$ cat src/hdl/slir_pkg.sv
// Shared types and constants for the sorted list insert/remove block.
package slir_pkg;

  // Default number of stored values
  localparam int SLIR_CAPACITY = 16;

  // Field widths of the channel payloads
  localparam int KIND_W  = 2;
  localparam int VALUE_W = 32;
  localparam int STAT_W  = 3;
  localparam int OCC_W   = 5;

  // Operation codes of an input item
  typedef enum logic [KIND_W-1:0] {
    KIND_INSERT = 2'd0,
    KIND_REMOVE = 2'd1,
    KIND_CLEAR  = 2'd2,
    KIND_LIST   = 2'd3
  } kind_t;

  // Status codes of a result item
  typedef enum logic [STAT_W-1:0] {
    STAT_OK       = 3'd0,
    STAT_FULL     = 3'd1,
    STAT_NOTFOUND = 3'd2,
    STAT_EMPTY    = 3'd3,
    STAT_ELEM     = 3'd4
  } status_t;

  // Input item
  typedef struct packed {
    kind_t                      kind;
    logic signed [VALUE_W-1:0]  value;
  } in_item_t;

  // Result item
  typedef struct packed {
    status_t                    status;
    logic signed [VALUE_W-1:0]  item;
    logic [OCC_W-1:0]           occupancy;
    logic                       last;
  } out_item_t;

  // Action that every cell of the chain applies together
  typedef enum logic [1:0] {
    OP_HOLD   = 2'd0,
    OP_INSERT = 2'd1,
    OP_REMOVE = 2'd2,
    OP_ROTATE = 2'd3
  } chain_op_t;

  // Command from the controller to the chain
  typedef struct packed {
    chain_op_t                  op;
    logic signed [VALUE_W-1:0]  key;
  } chain_ctl_t;

endpackage

$ cat src/hdl/slir_cell.sv
// One storage cell of the sorted chain: a value and its neighbor moves.
module slir_cell import slir_pkg::*; (
  input  logic                       clk,
  input  chain_ctl_t                 ctl,
  input  logic                       beyond,     // cell index >= fill count
  input  logic                       tail,       // cell index == fill count - 1
  input  logic                       left_g,
  input  logic signed [VALUE_W-1:0]  left_val,
  input  logic signed [VALUE_W-1:0]  right_val,
  input  logic signed [VALUE_W-1:0]  head_val,
  output logic signed [VALUE_W-1:0]  val,
  output logic                       g,
  output logic                       eq
);

  logic signed [VALUE_W-1:0] val_r;
  logic signed [VALUE_W-1:0] val_nxt;

  // Flag cells at or past the key's place; monotone along the chain
  assign g   = beyond || (val_r >= ctl.key);
  assign eq  = !beyond && (val_r == ctl.key);
  assign val = val_r;

  // Pick the next value from neighbor, key or self
  always_comb begin
    val_nxt = val_r;
    unique case (ctl.op)
      OP_INSERT: begin
        if (left_g) begin
          val_nxt = left_val;
        end else if (g) begin
          val_nxt = ctl.key;
        end
      end
      OP_REMOVE: begin
        if (g) begin
          val_nxt = right_val;
        end
      end
      OP_ROTATE: begin
        val_nxt = tail ? head_val : right_val;
      end
      default: begin
        val_nxt = val_r;
      end
    endcase
  end

  always_ff @(posedge clk) begin
    val_r <= val_nxt;
  end

endmodule

$ cat src/hdl/slir_chain.sv
// Row of storage cells with per-cell range flags and match detection.
module slir_chain import slir_pkg::*; #(
  parameter int CAPACITY = SLIR_CAPACITY,
  parameter int CNT_W    = $clog2(CAPACITY + 1)
) (
  input  logic                       clk,
  input  chain_ctl_t                 ctl,
  input  logic [CNT_W-1:0]           cnt,
  output logic signed [VALUE_W-1:0]  head,
  output logic                       found
);

  logic signed [VALUE_W-1:0] vals [CAPACITY];
  logic [CAPACITY-1:0]       gs;
  logic [CAPACITY-1:0]       eqs;

  genvar i;
  generate
    for (i = 0; i < CAPACITY; i++) begin : g_cell
      logic                      beyond;
      logic                      tail;
      logic                      left_g;
      logic signed [VALUE_W-1:0] left_val;
      logic signed [VALUE_W-1:0] right_val;

      assign beyond = (CNT_W'(i) >= cnt);
      assign tail   = (CNT_W'(i + 1) == cnt);

      // Tie off the ends of the chain
      if (i == 0) begin : g_first
        assign left_g   = 1'b0;
        assign left_val = ctl.key;
      end else begin : g_mid_l
        assign left_g   = gs[i-1];
        assign left_val = vals[i-1];
      end
      if (i == CAPACITY - 1) begin : g_last
        assign right_val = vals[i];
      end else begin : g_mid_r
        assign right_val = vals[i+1];
      end

      slir_cell u_cell (
        .clk       (clk),
        .ctl       (ctl),
        .beyond    (beyond),
        .tail      (tail),
        .left_g    (left_g),
        .left_val  (left_val),
        .right_val (right_val),
        .head_val  (vals[0]),
        .val       (vals[i]),
        .g         (gs[i]),
        .eq        (eqs[i])
      );
    end
  endgenerate

  assign head  = vals[0];
  assign found = |eqs;

endmodule

$ cat src/hdl/sorted_list_insert_remove.sv
// Top level of the sorted list store: controller, output register and cell chain.
//
// Keeps up to CAPACITY signed 32-bit values in ascending order in a row of
// cells that compare against the key in parallel and shift by one place
// together. Insert, remove and clear pass through idle, which takes the item,
// and exec, which does the compare-and-shift across the chain and loads the
// result into the output register. List goes from idle and exec into the
// list state, which emits one stored value per cycle while the output
// register is free: the chain rotates left once per emitted value, so a list
// of N values returns the chain to its original order. An empty store lists
// as one result with status empty. A new item is taken while the last
// result still waits in the output register; results stall the chain only
// when that register is full.
module sorted_list_insert_remove import slir_pkg::*; #(
  parameter int CAPACITY = SLIR_CAPACITY
) (
  input  logic      clk,
  input  logic      rst_n,
  input  logic      in_valid,
  output logic      in_ready,
  input  in_item_t  in_data,
  output logic      out_valid,
  input  logic      out_ready,
  output out_item_t out_data
);

  localparam int CNT_W = $clog2(CAPACITY + 1);

  typedef enum logic [2:0] {
    S_IDLE = 3'b001,
    S_EXEC = 3'b010,
    S_LIST = 3'b100
  } state_t;

  state_t                    state_r, state_nxt;
  kind_t                     kind_r, kind_nxt;
  logic signed [VALUE_W-1:0] key_r, key_nxt;
  logic [CNT_W-1:0]          cnt_r, cnt_nxt;
  logic [CNT_W-1:0]          rem_r, rem_nxt;
  logic                      out_valid_r, out_valid_nxt;
  out_item_t                 out_r, out_nxt;

  chain_ctl_t                ctl;
  logic signed [VALUE_W-1:0] head;
  logic                      found;
  logic                      out_free;
  logic                      full;

  assign out_free  = !out_valid_r || out_ready;
  assign full      = (cnt_r == CNT_W'(CAPACITY));
  assign in_ready  = (state_r == S_IDLE);
  assign out_valid = out_valid_r;
  assign out_data  = out_r;

  slir_chain #(
    .CAPACITY (CAPACITY),
    .CNT_W    (CNT_W)
  ) u_chain (
    .clk   (clk),
    .ctl   (ctl),
    .cnt   (cnt_r),
    .head  (head),
    .found (found)
  );

  // Sequence one item and drive the chain
  always_comb begin
    state_nxt     = state_r;
    kind_nxt      = kind_r;
    key_nxt       = key_r;
    cnt_nxt       = cnt_r;
    rem_nxt       = rem_r;
    out_valid_nxt = out_valid_r && !out_ready;
    out_nxt       = out_r;
    ctl.op        = OP_HOLD;
    ctl.key       = key_r;

    unique case (state_r)
      S_IDLE: begin
        if (in_valid) begin
          kind_nxt  = in_data.kind;
          key_nxt   = in_data.value;
          state_nxt = S_EXEC;
        end
      end
      S_EXEC: begin
        if (out_free) begin
          out_nxt.item  = '0;
          out_nxt.last  = 1'b1;
          out_nxt.status = STAT_OK;
          state_nxt     = S_IDLE;
          out_valid_nxt = 1'b1;
          unique case (kind_r)
            KIND_INSERT: begin
              if (full) begin
                out_nxt.status = STAT_FULL;
              end else begin
                ctl.op  = OP_INSERT;
                cnt_nxt = cnt_r + 1'b1;
              end
            end
            KIND_REMOVE: begin
              if (found) begin
                ctl.op  = OP_REMOVE;
                cnt_nxt = cnt_r - 1'b1;
              end else begin
                out_nxt.status = STAT_NOTFOUND;
              end
            end
            KIND_CLEAR: begin
              cnt_nxt = '0;
            end
            KIND_LIST: begin
              if (cnt_r == '0) begin
                out_nxt.status = STAT_EMPTY;
              end else begin
                // Hand over to the streaming state; no result yet
                out_valid_nxt = 1'b0;
                rem_nxt       = cnt_r;
                state_nxt     = S_LIST;
              end
            end
            default: begin
              out_nxt.status = STAT_OK;
            end
          endcase
          out_nxt.occupancy = OCC_W'(cnt_nxt);
        end
      end
      S_LIST: begin
        // Emit the head and rotate the chain by one
        if (out_free) begin
          ctl.op            = OP_ROTATE;
          out_nxt.status    = STAT_ELEM;
          out_nxt.item      = head;
          out_nxt.occupancy = OCC_W'(cnt_r);
          out_nxt.last      = (rem_r == CNT_W'(1));
          out_valid_nxt     = 1'b1;
          rem_nxt           = rem_r - 1'b1;
          if (rem_r == CNT_W'(1)) begin
            state_nxt = S_IDLE;
          end
        end
      end
      default: begin
        state_nxt = S_IDLE;
      end
    endcase
  end

  // Control state
  always_ff @(posedge clk) begin
    if (!rst_n) begin
      state_r     <= S_IDLE;
      cnt_r       <= '0;
      rem_r       <= '0;
      out_valid_r <= 1'b0;
    end else begin
      state_r     <= state_nxt;
      cnt_r       <= cnt_nxt;
      rem_r       <= rem_nxt;
      out_valid_r <= out_valid_nxt;
    end
  end

  // Payload registers
  always_ff @(posedge clk) begin
    kind_r <= kind_nxt;
    key_r  <= key_nxt;
    out_r  <= out_nxt;
  end

  // Fill count never passes the capacity
  a_cnt_bound: assert property (@(posedge clk) disable iff (!rst_n)
    cnt_r <= CNT_W'(CAPACITY))
    else $error("fill count above capacity");

  // Streaming always has values left to emit
  a_list_rem: assert property (@(posedge clk) disable iff (!rst_n)
    (state_r == S_LIST) |-> (rem_r != '0) && (cnt_r != '0))
    else $error("list state with nothing left");

  // Insert into a full store is refused and leaves the count alone
  a_full_refuse: assert property (@(posedge clk) disable iff (!rst_n)
    (state_r == S_EXEC) && out_free && (kind_r == KIND_INSERT) && full
    |=> (out_r.status == STAT_FULL) && $stable(cnt_r) && out_valid_r)
    else $error("insert into full store not refused");

  // A list ends with the last flag and drops back to idle
  a_list_end: assert property (@(posedge clk) disable iff (!rst_n)
    (state_r == S_LIST) && out_free && (rem_r == CNT_W'(1))
    |=> out_r.last && (state_r == S_IDLE))
    else $error("list did not close with last flag");

endmodule
$ cat config.mk
export PLATFORM = sky130hd
export DESIGN_NAME = sorted_list_insert_remove
export DESIGN_NICKNAME = d
export VERILOG_FILES = /design/src/hdl/slir_pkg.sv /design/src/hdl/slir_cell.sv /design/src/hdl/slir_chain.sv /design/src/hdl/sorted_list_insert_remove.sv
export SDC_FILE = /design/constraint.sdc
export NUM_CORES = 2
export LEC_CHECK = 0
export BUFFER_PORTS_ARGS = -buffer_cell sky130_fd_sc_hd__buf_4
export CAP_MARGIN = 20
export CORE_UTILIZATION = 52
export CTS_CLUSTER_SIZE = 30
export DETAILED_ROUTE_END_ITERATION = 10
export PLACE_DENSITY = 0.71
export SLEW_MARGIN = 25
export SYNTH_ARGS = -nofsm -noshare
export SYNTH_HDL_FRONTEND = slang
export SYNTH_HIERARCHICAL = 1
export SYNTH_SLANG_ARGS = --single-unit
$ cat constraint.sdc
create_clock -name clk -period 6.65 [get_ports clk]
set_input_delay 1.33 -clock clk [delete_from_list [all_inputs] [get_ports clk]]
set_output_delay 1.33 -clock clk [all_outputs]
set_load 0.05 [all_outputs]
Word-level counts from Yosys, hierarchy flattened
Cells that the tools add are included.
{"block": "totals", "reg_bits": 601, "in_bits": 38, "output_inout_bits": 43, "wordCells": 333}
{"block": "classes", "addsub": 3, "order_cmp": 32, "n_eq_ne": 82, "n_mux": 111, "n_reduce_logical": 79}
{"cell": "two-way mux 32 bit", "n": 62}
{"cell": "case mux 32 bit (3 select lines)", "n": 15}
{"cell": "equality test 32 bit", "n": 16}
{"cell": "greater-or-equal comparator 32 bit", "n": 16}
{"cell": "two-way mux 41 bit", "n": 2}
{"cell": "case mux 41 bit (2 select lines)", "n": 1}
{"cell": "case mux 32 bit (2 select lines)", "n": 1}
{"cell": "AND reduction 3 bit", "n": 16}
{"cell": "!= test 2 bit (second input constant)", "n": 23}
{"cell": "equality test 4 x 5 -> 1 bit (first input constant)", "n": 8}
{"cell": "greater-or-equal comparator 4 x 5 -> 1 bit (first input constant)", "n": 8}
{"cell": "!= test 3 bit (second input constant)", "n": 13}
{"cell": "two-way mux 5 bit", "n": 6}
{"cell": "equality test 3 x 5 -> 1 bit (first input constant)", "n": 4}
{"cell": "greater-or-equal comparator 3 x 5 -> 1 bit (first input constant)", "n": 4}
{"cell": "zero test 1 bit", "n": 18}
{"cell": "two-way mux 3 bit", "n": 6}
{"cell": "logical AND 1 bit", "n": 17}
{"cell": "logical OR 1 bit", "n": 17}
{"cell": "OR reduction 16 bit", "n": 1}
{"cell": "case mux 5 bit (3 select lines)", "n": 1}
{"cell": "equality test 2 x 5 -> 1 bit (first input constant)", "n": 2}
{"cell": "greater-or-equal comparator 1 x 5 -> 1 bit (first input constant)", "n": 2}
{"cell": "greater-or-equal comparator 2 x 5 -> 1 bit (first input constant)", "n": 2}
{"cell": "27 further kinds", "n": 46}

Depth between registers and ports, before layout
{"block": "logic_depth", "ltp_word": 11, "mapped_depth": 15}

By module
Netlist, hierarchy kept.
{"module": "slir_cell at u_chain.g_cell[0].u_cell ...", "n_inst": 15, "cells_per_inst": 302, "area_each_um2": 2726.4}
{"module": "sorted_list_insert_remove", "n_inst": 1, "cells_per_inst": 275, "area_each_um2": 3692.3}
{"module": "slir_cell at u_chain.g_cell[9].u_cell", "n_inst": 1, "cells_per_inst": 307, "area_each_um2": 2790.2}
{"module": "slir_chain", "n_inst": 1, "cells_per_inst": 58, "area_each_um2": 340.3}

Least setup slack after synthesis
Ideal clock, no wire load.
{"block": "synth_path", "kind": "register to register", "startpoint": "reg key_r[31]", "endpoint": "reg u_chain.g_cell[0].u_cell.val_r[0], enable pin", "setup_ps": 440, "t_arrival_ps": 6600, "slack_ps": -390, "path_stages_with_launch": 15, "n_path_buf": 1, "synth_period_minus_slack_ps": 7040, "path_cell_list": "edfxtp_1 > inv_1 > ha_1 > nand4_1 > nor4_1 > nand2_1 > nor2_1 > nor4_1 > nand4_1 > and3b_1 > a21oi_1 > nor3_1 > clkbuf_1 > o21ai_0 > a41oi_1"}
{"element": "start: declaration", "line_no": "sorted_list_insert_remove.sv:37", "text": "logic signed [VALUE_W-1:0] key_r, key_nxt;"}
{"element": "start signal: assignment", "line_no": "sorted_list_insert_remove.sv:169", "text": "key_r <= key_nxt;"}
{"element": "end signal: assignment", "line_no": "slir_cell.sv:50", "text": "val_r <= val_nxt;"}
{"element": "end: declaration", "line_no": "slir_cell.sv:16", "text": "logic signed [VALUE_W-1:0] val_r;"}

==> qor.csv <==
metric;value;unit
Post-CTS Setup Bufs;0;
chip width;304.9;um
Routed Wire Length;136.2;mm
Placer Congestion;0.9412;
Vias/cell;6.248;
gr usage total;0.2857;
Detail Route met2 WL;61.77;mm
initial antenna violation count;0;
Wirelength per Cell;21.40;um
Worst EP arrival;6.53;ns
Final Cycle Share;0.9302;
die height;304.9;um
CTS H-tree depth;3;
buffers and inverters on the worst path;6;
vias in the first global route;36520;
clock skew;0.01933;ns
Critical Path RT;7.00;ns
Buffers on Ports;80;
CTS Root Cell;clkbuf_16;
Routed met1 length;59.08;mm
starting density of the core;0.5277;
I/O pins;81;
highest metal layer with signal wires;met4;
clock-pin slew on the worst setup and hold paths;0.06;ns
post-route ant nets;0;
Pleak;23.98;nW
# rows;110;
Max clock buf depth;3;
initial drt markers;3625;
die area;92970;um^2
endpoints failing setup;0;
worst slew pin tran;1.068;ns
largest net degree at the start of global routing;142;
Area Growth Syn to Fin;9.553;%
CP Max Fanout;141;
antenna diode count;0;
# hold bufs at CTS;0;
GRT Residual Overflow;0;
Hold Fails Final Rpt;0;
most frequent cells in the layout;a21oi_1 (740), nor2_1 (602), edfxtp_1 (587);
critical path's top delay family;simple AND/OR/NAND/NOR gates;
kind of critical path;reg -> reg;
first-pass GRT wire length;210.2;mm
final slew viol count;0;
Final nets;5684;
Slowest cell on crit path;edfxtp_1;
layout cells sized above 1;0.07323;
most common cell after layout, fill and taps aside;a21oi_1;
vias;39770;
top achievable clock speed;161.7;MHz
Final Critical Period;6.186;ns
PostCTS Resize Cnt;0;
number of remaining DRC errors;0;
total CTS buffers;74;
mapped cell area;47710;um^2
status;finished, final reports clean;
cell area power density;173.4;nW/um^2
setup TNS;0;ns
crit end category;flop;
Clk Latency, worst-skew pair;0.64;ns
clock sink count;601;
Core Area;90420;um^2
worst path cell trace;inv_1 > ha_1 > nand4_1 > nor4_1 > nand2_1 > nor2_1 > nor4_1 > buf_4 > nand4_1 > and3b_1 > a21oi_1 > nor3_4 > buf_12 > buf_12 > buf_12 > buf_12 > a21oi_1;
synthesized instance count;5169;
met3 wire length;8.359;mm
max-cap violations;0;
Worst slew margin;0.2879;
TritonCTS clock tree;yes;
Slowest Stage Delay on Critical Path;0.92;ns
Worst Setup Start Kind;flop;
Most common cell on crit path;buf_12;
worst min-delay path category;reg -> reg;
RSZ-0062 raised after global routing;no;
Worst VDD drop;0.0001739;V
hpwl dp;104.0;mm
warnings from Yosys;6;
hold slack;0.4732;ns
First-pass DRT Iterations;6;
syn_area_per_cell;9.231;um^2
[worst paths after layout]
path / start / end / slack, ns / cells past startpoint
worst min-delay path: rem_r[1] / rem_r[1] / 0.47 / 2
worst min register to register: rem_r[1] / rem_r[1] / 0.47 / 2
worst max register to register: key_r[23] / u_chain/g_cell[0].u_cell/val[12] / 0.46 / 17
worst max-delay path: key_r[23] / u_chain/g_cell[0].u_cell/val[12] / 0.46 / 17
[area by class of cell]
class | count | area, um^2
Multi-Input combinational cell | 3732 | 27060
Fill cell | 7783 | 38150
Tap cell | 1176 | 1471
Clock buffer | 97 | 2002
Inverter | 540 | 2032
Sequential cell | 601 | 17910
Timing Repair Buffer | 181 | 1531
Clock inverter | 38 | 262.8
[flip-flops by register name, indices dropped and copies added, names as in the netlist]
signal,flops
rem_r,5
out_valid,1
cnt_r,5
state_r,3
kind_r,2
out_data,41
key_r,32
u_chain/g_cell.u_cell/val,512
[worst register-to-register path, delay by kind of cell, from the launching register on]
family                   cells  cell delay [ns]
AO/OA/AOI/OAI                2             0.41
AND/OR/NAND/NOR              8             2.35
flip-flops                   1             0.92
adder cells (fa/ha/maj)      1             0.36
buffers and inverters        6             1.88
[routing by layer]
layer	vias up	GRT usage
met5	-	0
met4	0	0.1388
met3	279	0.03150
met2	1391	0.4589
met1	18800	0.3839
li1	19300	-
[stage by stage]
step / instances / util / total power, mW / worst slack [ns] / instance area [um^2]
4_1_cts: 6365 / 0.5780 / 9.118 / 0.6999 / 52260
3_3_place_gp: 6227 / 0.5522 / 5.197 / 0.8345 / 49930
2_1_floorplan: 5170 / - / 4.930 / 0.08439 / 47720
5_1_grt: 6365 / 0.5781 / 9.370 / 0.3320 / 52270
6_report: 6365 / 0.5781 / 9.063 / 0.4644 / 52270
3_5_place_dp: 6230 / 0.5529 / 5.229 / 0.7592 / 50000
[power by group]
part	total (mW)	leakage [nW]	switching, mW	internal (mW)
combinational	0.908	17.5	0.570	0.338
sequential	4.27	5.37	0.105	4.17
clock	3.88	1.10	1.71	2.18
No activity file was read; power rests on OpenSTA's default activity.
